==> src/design/mmst_pkg.sv <==
// ----------------------------------------------------------------------------
// mmst_pkg: shared types and constants for the sparse-triplet matrix multiply
// Request and result codes, register indexes, result widths and the
// command/status bundles between the controller and the datapath.
// ----------------------------------------------------------------------------
package mmst_pkg;

  localparam int unsigned CFG_W   = 5;
  localparam int unsigned VAL_W   = 36;
  localparam int unsigned CNT_W   = 9;
  localparam int unsigned IDX_W   = 4;   // width of row/col fields
  localparam int unsigned ELEM_IN_W = 16;

  // out_col can only name the first 16 columns
  localparam int unsigned OUT_COL_REACH = 16;

  localparam logic [CFG_W-1:0] DIM_RESET = 5'd16;
  localparam logic [CNT_W-1:0] CNT_MAX   = 9'd511;

  localparam logic [1:0] CFG_ROWS_A  = 2'd0;
  localparam logic [1:0] CFG_INNER_A = 2'd1;
  localparam logic [1:0] CFG_ROWS_B  = 2'd2;
  localparam logic [1:0] CFG_COLS_B  = 2'd3;

  typedef enum logic [1:0] {
    REQ_LOAD_A  = 2'd0,
    REQ_LOAD_B  = 2'd1,
    REQ_COMPUTE = 2'd2
  } req_e;

  typedef enum logic [1:0] {
    KIND_TRIP    = 2'd0,
    KIND_DONE    = 2'd1,
    KIND_DIM_ERR = 2'd2,
    KIND_ROW_ERR = 2'd3
  } kind_e;

  typedef struct packed {
    logic  clr_wr;      // write zero at the sweep address in both stores
    logic  load_a;      // write input element into A
    logic  load_b;      // write input element into B
    logic  cnt_clr;     // clear the nonzero count
    logic  cap_row;     // capture the requested row
    logic  acc_clr;     // start a new column sum
    logic  mac_issue;   // read one A/B pair into the MAC pipe
    logic  emit;        // load the output register
    kind_e kind;        // kind of the item being emitted
  } cmd_t;

  typedef struct packed {
    logic pipe_busy;    // MAC pipe still holds products
    logic acc_nz;       // column sum is nonzero
    logic out_free;     // output register can take an item this cycle
  } sts_t;

endpackage

==> src/design/mmst_ctrl.sv <==
// ----------------------------------------------------------------------------
// mmst_ctrl: request sequencer and dimension registers
// Runs the store clearing sweep, decodes requests, checks dimensions and
// steps the column and inner-product counters of a row computation.
// ----------------------------------------------------------------------------
module mmst_ctrl #(
  parameter int unsigned MAX_DIM = 16,
  parameter int unsigned KW      = $clog2(MAX_DIM + 1),
  parameter int unsigned AW      = $clog2(MAX_DIM * MAX_DIM)
) (
  input  logic                         clk_i,
  input  logic                         rst_ni,
  input  logic                         in_valid_i,
  output logic                         in_stall_o,
  input  logic [1:0]                   req_type_i,
  input  logic [mmst_pkg::IDX_W-1:0]   row_i,
  input  logic [mmst_pkg::IDX_W-1:0]   col_i,
  input  logic                         cfg_we_i,
  input  logic [1:0]                   cfg_idx_i,
  input  logic [mmst_pkg::CFG_W-1:0]   cfg_data_i,
  input  mmst_pkg::sts_t               sts_i,
  output mmst_pkg::cmd_t               cmd_o,
  output logic [KW-1:0]                k_o,
  output logic [KW-1:0]                j_o,
  output logic [AW-1:0]                clr_addr_o
);

  localparam int unsigned DEPTH    = MAX_DIM * MAX_DIM;
  localparam int unsigned NCOL_MAX = (MAX_DIM < mmst_pkg::OUT_COL_REACH) ?
                                     MAX_DIM : mmst_pkg::OUT_COL_REACH;

  localparam logic [2:0] ST_CLEAR   = 3'd0;
  localparam logic [2:0] ST_IDLE    = 3'd1;
  localparam logic [2:0] ST_MAC     = 3'd2;
  localparam logic [2:0] ST_DRAIN   = 3'd3;
  localparam logic [2:0] ST_EMIT    = 3'd4;
  localparam logic [2:0] ST_DONE    = 3'd5;
  localparam logic [2:0] ST_DIM_ERR = 3'd6;
  localparam logic [2:0] ST_ROW_ERR = 3'd7;

  logic [2:0] state_q, state_d;
  logic [KW-1:0] k_q, k_d, j_q, j_d;
  logic [AW-1:0] clr_q, clr_d;

  logic [mmst_pkg::CFG_W-1:0] rows_a_q, inner_a_q, rows_b_q, cols_b_q;
  logic [KW-1:0] nrows, ninner, ncol;
  logic          load_ok, row_oor, last_col;
  mmst_pkg::cmd_t cmd;

  always_ff @(posedge clk_i or negedge rst_ni) begin
    if (!rst_ni) begin
      rows_a_q  <= mmst_pkg::DIM_RESET;
      inner_a_q <= mmst_pkg::DIM_RESET;
      rows_b_q  <= mmst_pkg::DIM_RESET;
      cols_b_q  <= mmst_pkg::DIM_RESET;
    end else if (cfg_we_i) begin
      unique case (cfg_idx_i)
        mmst_pkg::CFG_ROWS_A:  rows_a_q  <= cfg_data_i;
        mmst_pkg::CFG_INNER_A: inner_a_q <= cfg_data_i;
        mmst_pkg::CFG_ROWS_B:  rows_b_q  <= cfg_data_i;
        mmst_pkg::CFG_COLS_B:  cols_b_q  <= cfg_data_i;
      endcase
    end
  end

  // dimensions above the store size count as the store size
  assign nrows  = (32'(rows_a_q) > MAX_DIM) ? KW'(MAX_DIM) : KW'(rows_a_q);
  assign ninner = (32'(inner_a_q) > MAX_DIM) ? KW'(MAX_DIM) : KW'(inner_a_q);
  assign ncol   = (32'(cols_b_q) > NCOL_MAX) ? KW'(NCOL_MAX) : KW'(cols_b_q);

  assign load_ok  = (32'(row_i) < MAX_DIM) && (32'(col_i) < MAX_DIM);
  assign row_oor  = 32'(row_i) >= 32'(nrows);
  assign last_col = KW'(j_q + 1'b1) == ncol;

  always_comb begin
    state_d = state_q;
    k_d     = k_q;
    j_d     = j_q;
    clr_d   = clr_q;
    cmd     = '0;
    unique case (state_q)
      ST_CLEAR: begin
        cmd.clr_wr = 1'b1;
        clr_d      = clr_q + 1'b1;
        if (clr_q == AW'(DEPTH - 1)) begin
          state_d = ST_IDLE;
        end
      end
      ST_IDLE: begin
        if (in_valid_i) begin
          unique case (mmst_pkg::req_e'(req_type_i))
            mmst_pkg::REQ_LOAD_A: begin
              cmd.load_a  = load_ok;
              cmd.cnt_clr = load_ok;
            end
            mmst_pkg::REQ_LOAD_B: begin
              cmd.load_b  = load_ok;
              cmd.cnt_clr = load_ok;
            end
            mmst_pkg::REQ_COMPUTE: begin
              cmd.cap_row = 1'b1;
              priority if (inner_a_q != rows_b_q) begin
                state_d = ST_DIM_ERR;
              end else if (row_oor) begin
                state_d = ST_ROW_ERR;
              end else if (ncol == '0) begin
                state_d = ST_DONE;
              end else begin
                j_d         = '0;
                k_d         = '0;
                cmd.acc_clr = 1'b1;
                state_d     = (ninner == '0) ? ST_EMIT : ST_MAC;
              end
            end
            default: ;
          endcase
        end
      end
      ST_MAC: begin
        cmd.mac_issue = 1'b1;
        if (KW'(k_q + 1'b1) == ninner) begin
          state_d = ST_DRAIN;
        end else begin
          k_d = k_q + 1'b1;
        end
      end
      ST_DRAIN: begin
        if (!sts_i.pipe_busy) begin
          state_d = ST_EMIT;
        end
      end
      ST_EMIT: begin
        if (!sts_i.acc_nz || sts_i.out_free) begin
          cmd.emit = sts_i.acc_nz;
          cmd.kind = mmst_pkg::KIND_TRIP;
          if (last_col) begin
            state_d = ST_DONE;
          end else begin
            j_d         = j_q + 1'b1;
            k_d         = '0;
            cmd.acc_clr = 1'b1;
            state_d     = (ninner == '0) ? ST_EMIT : ST_MAC;
          end
        end
      end
      ST_DONE: begin
        if (sts_i.out_free) begin
          cmd.emit = 1'b1;
          cmd.kind = mmst_pkg::KIND_DONE;
          state_d  = ST_IDLE;
        end
      end
      ST_DIM_ERR: begin
        if (sts_i.out_free) begin
          cmd.emit = 1'b1;
          cmd.kind = mmst_pkg::KIND_DIM_ERR;
          state_d  = ST_IDLE;
        end
      end
      ST_ROW_ERR: begin
        if (sts_i.out_free) begin
          cmd.emit = 1'b1;
          cmd.kind = mmst_pkg::KIND_ROW_ERR;
          state_d  = ST_IDLE;
        end
      end
      default: state_d = ST_IDLE;
    endcase
  end

  always_ff @(posedge clk_i or negedge rst_ni) begin
    if (!rst_ni) begin
      state_q <= ST_CLEAR;
      k_q     <= '0;
      j_q     <= '0;
      clr_q   <= '0;
    end else begin
      state_q <= state_d;
      k_q     <= k_d;
      j_q     <= j_d;
      clr_q   <= clr_d;
    end
  end

  assign in_stall_o = (state_q != ST_IDLE);
  assign cmd_o      = cmd;
  assign k_o        = k_q;
  assign j_o        = j_q;
  assign clr_addr_o = clr_q;

  // an item is only written into a free result register
  a_emit_free: assert property (@(posedge clk_i) disable iff (!rst_ni)
    cmd.emit |-> sts_i.out_free)
    else $error("emit while result register is occupied");

  // a new column sum never starts with products still in flight
  a_clr_drained: assert property (@(posedge clk_i) disable iff (!rst_ni)
    cmd.acc_clr |-> !sts_i.pipe_busy)
    else $error("accumulator cleared with products in flight");

  // inner index stays inside the stores while reading
  a_k_range: assert property (@(posedge clk_i) disable iff (!rst_ni)
    cmd.mac_issue |-> (32'(k_q) < MAX_DIM) && (32'(j_q) < NCOL_MAX))
    else $error("MAC read index out of range");

  // stores are never written while a row is being computed
  a_no_wr_busy: assert property (@(posedge clk_i) disable iff (!rst_ni)
    (cmd.load_a || cmd.load_b) |-> (state_q == ST_IDLE) && !sts_i.pipe_busy)
    else $error("store written during computation");

endmodule

==> config.mk <==
export PLATFORM = sky130hd
export DESIGN_NAME = mmst_ctrl
export DESIGN_NICKNAME = d
export VERILOG_FILES = /design/src/design/mmst_pkg.sv /design/src/design/mmst_ctrl.sv
export SDC_FILE = /design/constraint.sdc
export NUM_CORES = 1
export LEC_CHECK = 0
export BUFFER_PORTS_ARGS = -buffer_cell sky130_fd_sc_hd__clkbuf_2
export CAP_MARGIN = 25
export CORE_MARGIN = 2
export CORE_UTILIZATION = 25
export CTS_CLUSTER_DIAMETER = 200
export CTS_CLUSTER_SIZE = 24
export DETAILED_ROUTE_END_ITERATION = 8
export PLACE_DENSITY = 0.45
export SYNTH_ARGS = -nofsm -noshare
export SYNTH_HDL_FRONTEND = slang
export SYNTH_SLANG_ARGS = --single-unit
export TNS_END_PERCENT = 1
==> constraint.sdc <==
create_clock -name clk_i -period 3 [get_ports clk_i]
set_clock_uncertainty 0.05 [all_clocks]
set_input_delay 0.15 -clock clk_i [delete_from_list [all_inputs] [get_ports clk_i]]
set_output_delay 0.15 -clock clk_i [all_outputs]
set_load 0.05 [all_outputs]
# [Word level (Yosys, flattened, before mapping)]
# Index checks and enable logic that the tools add are counted.
# W data, S select, Z words.
[totals] register_bits=41 inputBits=24 out_inout_bits=29 wordCells=109
[classes] addsub=3 order_cmp=4 eq_ne=29 muxes=47 reduce_logical=18
[ops] op="$mux W5" count=14
[ops] op="$mux W3" count=16
[ops] op="$ne A2 B2 Y1 const B" count=10
[ops] op="$pmux W3 S6" count=1
[ops] op="$gt A5 B5 Y1 const B" count=3
[ops] op="$pmux W5 S3" count=1
[ops] op="$eq A3 B3 Y1 const B" count=4
[ops] op="$pmux W3 S4" count=1
[ops] op="$add A5 B1 Y5 const B" count=2
[ops] op="$eq A5 B5 Y1" count=2
[ops] op="$logic_not A5 Y1" count=2
[ops] op="$mux W1" count=10
[ops] op="$pmux W5 S2" count=1
[ops] op="$reduce_and A9 Y1" count=1
[ops] op="$add A8 B1 Y8 const B" count=1
[ops] op="$eq A8 B8 Y1 const B" count=1
[ops] op="$reduce_and A2 Y1" count=4
[ops] op="$reduce_and A8 Y1" count=1
[ops] op="$reduce_and A7 Y1" count=1
[ops] op="$eq A2 B2 Y1 const B" count=3
[ops] op="$eq A3 B2 Y1 const B" count=2
[ops] op="$ge A4 B5 Y1" count=1
[ops] op="$ne A5 B5 Y1" count=1
[ops] op="$eq A2 B1 Y1 const B" count=2
[ops] op="other kinds (14)" count=16

# [Logic depth before layout (Yosys ltp)]
[depth] ltp_word=10 ltp_mapped=9 mapped_depth_nobuf=9

# [Worst setup path before layout]
# Ideal clock, no wire load.
[synth_path] kind="reg2out" startpoint="register state_q[0]" endpoint="output cmd_o[4] (netlist bit)" arrival_time_ps=2686 t_required_ps=2800 path_slack_ps=114 stages_incl_launch_ff=7 n_path_buf=1 cell_sequence="dfrtp_1 buf_2 nand2b_1 nor3_1 nand3_1 and2_1 inv_1"
[synth_rtl] element="start: declaration" line_no="mmst_ctrl.sv:41" source="logic [2:0] state_q, state_d;"
[synth_rtl] element="start signal: assignment" line_no="mmst_ctrl.sv:178" source="state_q <= state_d;"
[synth_rtl] element="end: declaration" line_no="mmst_ctrl.sv:22" source="output mmst_pkg::cmd_t cmd_o,"

==> impl_metrics.json <==
{
  "status": "finished clean",
  "wl_per_cell_um": 13.48,
  "grt_max_degree": 24,
  "cts_buffer_depth": 2,
  "post_cts_buffers": 0,
  "ys_types": 58,
  "start_util_pct": 25.43,
  "fin_util_pct": 31.06,
  "synth_ff_type": "dfrtp_1",
  "drive_gt1_share_pct": 31.27,
  "antenna_left": 0,
  "cap_violations": 0,
  "die_area_um2": 10660,
  "drt_iter0_markers": 70,
  "p_comb_share_pct": 50.6,
  "rr_startpoint": "rows_a_q[4]$_DFFE_PN1P_",
  "die_x_um": 103.2,
  "core_um2": 9684,
  "die_h_um": 103.2,
  "cp-start-kind": "flop",
  "fill_cells": 1045,
  "timing.critical_path.buf_inv": 3,
  "synth_area_per_cell_um2": 10.39,
  "path_depth": 10,
  "globalplace.congestion": 0.7714,
  "synthArstFlopShare_pct": 100.0,
  "crit_path_end": "cmd_o[4]",
  "vdd.ir_drop.worst_uv": 260.4,
  "antenna_found_initial": 0,
  "hp-start": "cfg_data_i[4]",
  "vias": 1972,
  "fin_crit_ns": 2.757,
  "slew_viol_final": 0,
  "crit_family": "compound AO/OA/AOI/OAI gates",
  "final_hold_viol_count": 0,
  "nNetsFinal": 321,
  "synthesis.area_um2": 2462,
  "final_common_cell": "clkbuf_2",
  "max_slew_margin_pct": 47.86,
  "ys_warn_count": 0,
  "rrSetupSlack_ns": 0.41,
  "diodes": 0,
  "cp_common_cell": "inv_1",
  "routed_wl_um": 5717,
  "powerDensity_nw_per_um2": 963.4,
  "pwr-share-clk_pct": 16.2,
  "fmax_mhz": 362.7,
  "r2r_end": "k_o[4]$_DFFE_PN0P_",
  "synth-edff-count": 0,
  "syn_inst": 237,
  "rows": 36,
  "swShare_pct": 47.90,
  "pwr-share-seq_pct": 33.1,
  "p_sw_mw": 1.388,
  "clkSlewWorstSetupHoldPaths_ns": 0.08,
  "worst_hold_path_type": "input pin to flop",
  "htree_levels": 2,
  "worstRegToRegCells": 9,
  "cts_tree": "yes",
  "worstMarginPinSlew_ns": 0.7805,
  "syn2layout_area_growth_pct": 22.15,
  "rsz0062_at_grt": "no",
  "synth_area_leaders": "dfrtp_1 (38%), mux2_2 (9.1%), xnor2_1 (5.0%)",
  "via_per_inst": 4.651,
  "cp_cell_sequence": "inv_1 > nand2_1 > ha_1 > o211ai_1 > o21ai_0 > a21oi_2 > nand3_1 > and2_1 > inv_1 > clkbuf_4",
  "final_cell_mix": "clkbuf_2 (47), dfrtp_1 (37), mux2_2 (20)",
  "setup_tns_ns": 0,
  "fin_area_um2": 3008,
  "grt_pass1_wl_um": 9425,
  "netlist.area_leader.share_pct": 37.60,
  "drt_pre_antenna_iters": 4,
  "critPathKind": "flop to output pin",
  "ys_ff_latch": 41,
  "place_area_um2": 2875,
  "crit_start": "rows_a_q[4]$_DFFE_PN1P_",
  "io_buffers": 48,
  "cts_sinks": 41,
  "synth_fp_nets": 268,
  "synth_seq_area_share_pct": 41.87,
  "cp_max_fo": 6,
  "drc": 0,
  "synth_area_leader_cell": "dfrtp_1",
  "cts-root-buf": "clkbuf_8",
  "slowest_delay_ns": 0.54,
  "insertion_delay_ns": 0.29,
  "post-route-period-util_pct": 91.90,
  "arrival_ns": 2.56,
  "pin_count": 53,
  "p_int_mw": 1.510,
  "setup_viol": 0,
  "required_ns": 2.80,
  "power.leakage_nw": 1.326,
  "grt_overflow": 0,
  "grt_pass1_vias": 1868,
  "cp-end-kind": "output pin",
  "cts-buffers-inserted": 5,
  "dp_hpwl_um": 4536,
  "track_usage_pct": 11.36,
  "crit_slowest_cell": "dfstp_2"
}
[registers in the layout, summed over array words and instances (netlist names)]
name and count:
clr_addr_o 8, cols_b_q 5, inner_a_q 5, j_o 5, k_o 5, rows_a_q 5
rows_b_q 5, state_q 3
[per-layer routing]
layer	part of all wire [%]	global-route usage (%)	up-vias	routed length [um]
met4	1.1	3.036	0	61
met1	51	16.28	958	2933
met3	2.8	2.151	4	160
met2	45	17.63	34	2562
met5	0	0	-	0
li1	-	-	976	-
[final cells by class]
class	instances	area, um^2	area share, %
clock inverters	1	30.03	0.9983
repair buffers	51	287.8	9.567
clock buffers	7	86.33	2.870
well taps	133	166.4	5.532
multi-input cells	177	1354	45.01
inverters	14	52.55	1.747
flip-flops and latches	41	1031	34.28
[stage by stage]
step | std cells | total power [mW] | hold slack, ns | setup WS, ns
after detailed placement | 415 | 2.446 | 0.1234 | 0.3290
after global routing | 424 | 3.112 | 0.06706 | 0.01374
after floorplan | 237 | 2.102 | -0.1956 | 0.1144
after global placement | 414 | 2.426 | 0.3573 | 0.3511
final | 424 | 2.898 | 0.06075 | 0.2430
after CTS | 424 | 2.934 | 0.05769 | 0.1063
[synth_stat cells, drive strengths merged (3+ instances only)]
master   number
a21oi         3
a31oi         3
and3          4
buf           3
dfrtp        37
dfstp         4
ha            7
inv          14
mux2         20
nand2        13
nand2b        3
nand3        10
nand3b        3
nand4         4
nor2         16
nor2b         6
nor3          5
nor3b         6
nor4b         3
o211ai        3
o21ai         9
o2bb2ai       3
or3           3
xnor2        14
xor2          8
[power by group through the flow]
| stage | combinational [mW] | sequential [mW] | clock, mW |
|---|---|---|---|
| detailed placement | 1.47 | 0.973 | 0 |
| global placement | 1.45 | 0.973 | 0 |
| CTS | 1.48 | 0.963 | 0.491 |
| finish | 1.47 | 0.960 | 0.471 |
| floorplan | 0.937 | 1.16 | 0 |
| global route | 1.60 | 1.00 | 0.510 |
[worst min path at each step]
stage | cells after the start | slack (ns) | endpoint
3_5_place_dp | 1 | 0.12 | j_o[3]$_DFFE_PN0P_
5_1_grt | 3 | 0.07 | rows_a_q[4]$_DFFE_PN1P_
4_1_cts | 3 | 0.06 | rows_a_q[4]$_DFFE_PN1P_
2_1_floorplan | 0 | -0.20 | clr_addr_o[0]$_DFFE_PN0P_
6_report | 3 | 0.06 | rows_a_q[4]$_DFFE_PN1P_
3_3_place_gp | 1 | 0.36 | j_o[2]$_DFFE_PN0P_
[what timing repair did]
| action | 4_1_cts | 5_1_grt |
|---|---|---|
| setup endpoints to repair | 0 | 1 |
| hold buffers | 1 | 0 |
| resized for setup | 0 | 3 |
| hold endpoints to repair | 18 | 0 |
[cell families (layout without fill, tap and decap cells)]
logic type                 Yosys count  in the layout  share of synthesized area, %
buffers and inverters               19             73                         3.303
AOI/OAI and AO/OA                   42             42                         13.62
xor gates and xnor gates            22             22                         7.825
DFF                                 41             41                         41.87
and+or+nand+nor                     84             84                         19.87
muxes                               22             22                         9.960
adders and majority gates            7              7                         3.557
[worst reg2reg max path, delay by kind of cell (launching register included)]
kind / cells / cell delay, ns
AO/OA/AOI/OAI: 5 / 1.26
adder cells (fa/ha/maj): 1 / 0.22
buffers and inverters: 1 / 0.11
flip-flops: 1 / 0.54
AND/OR/NAND/NOR: 2 / 0.28
Note: power is estimated with default switching activity, not from simulation.
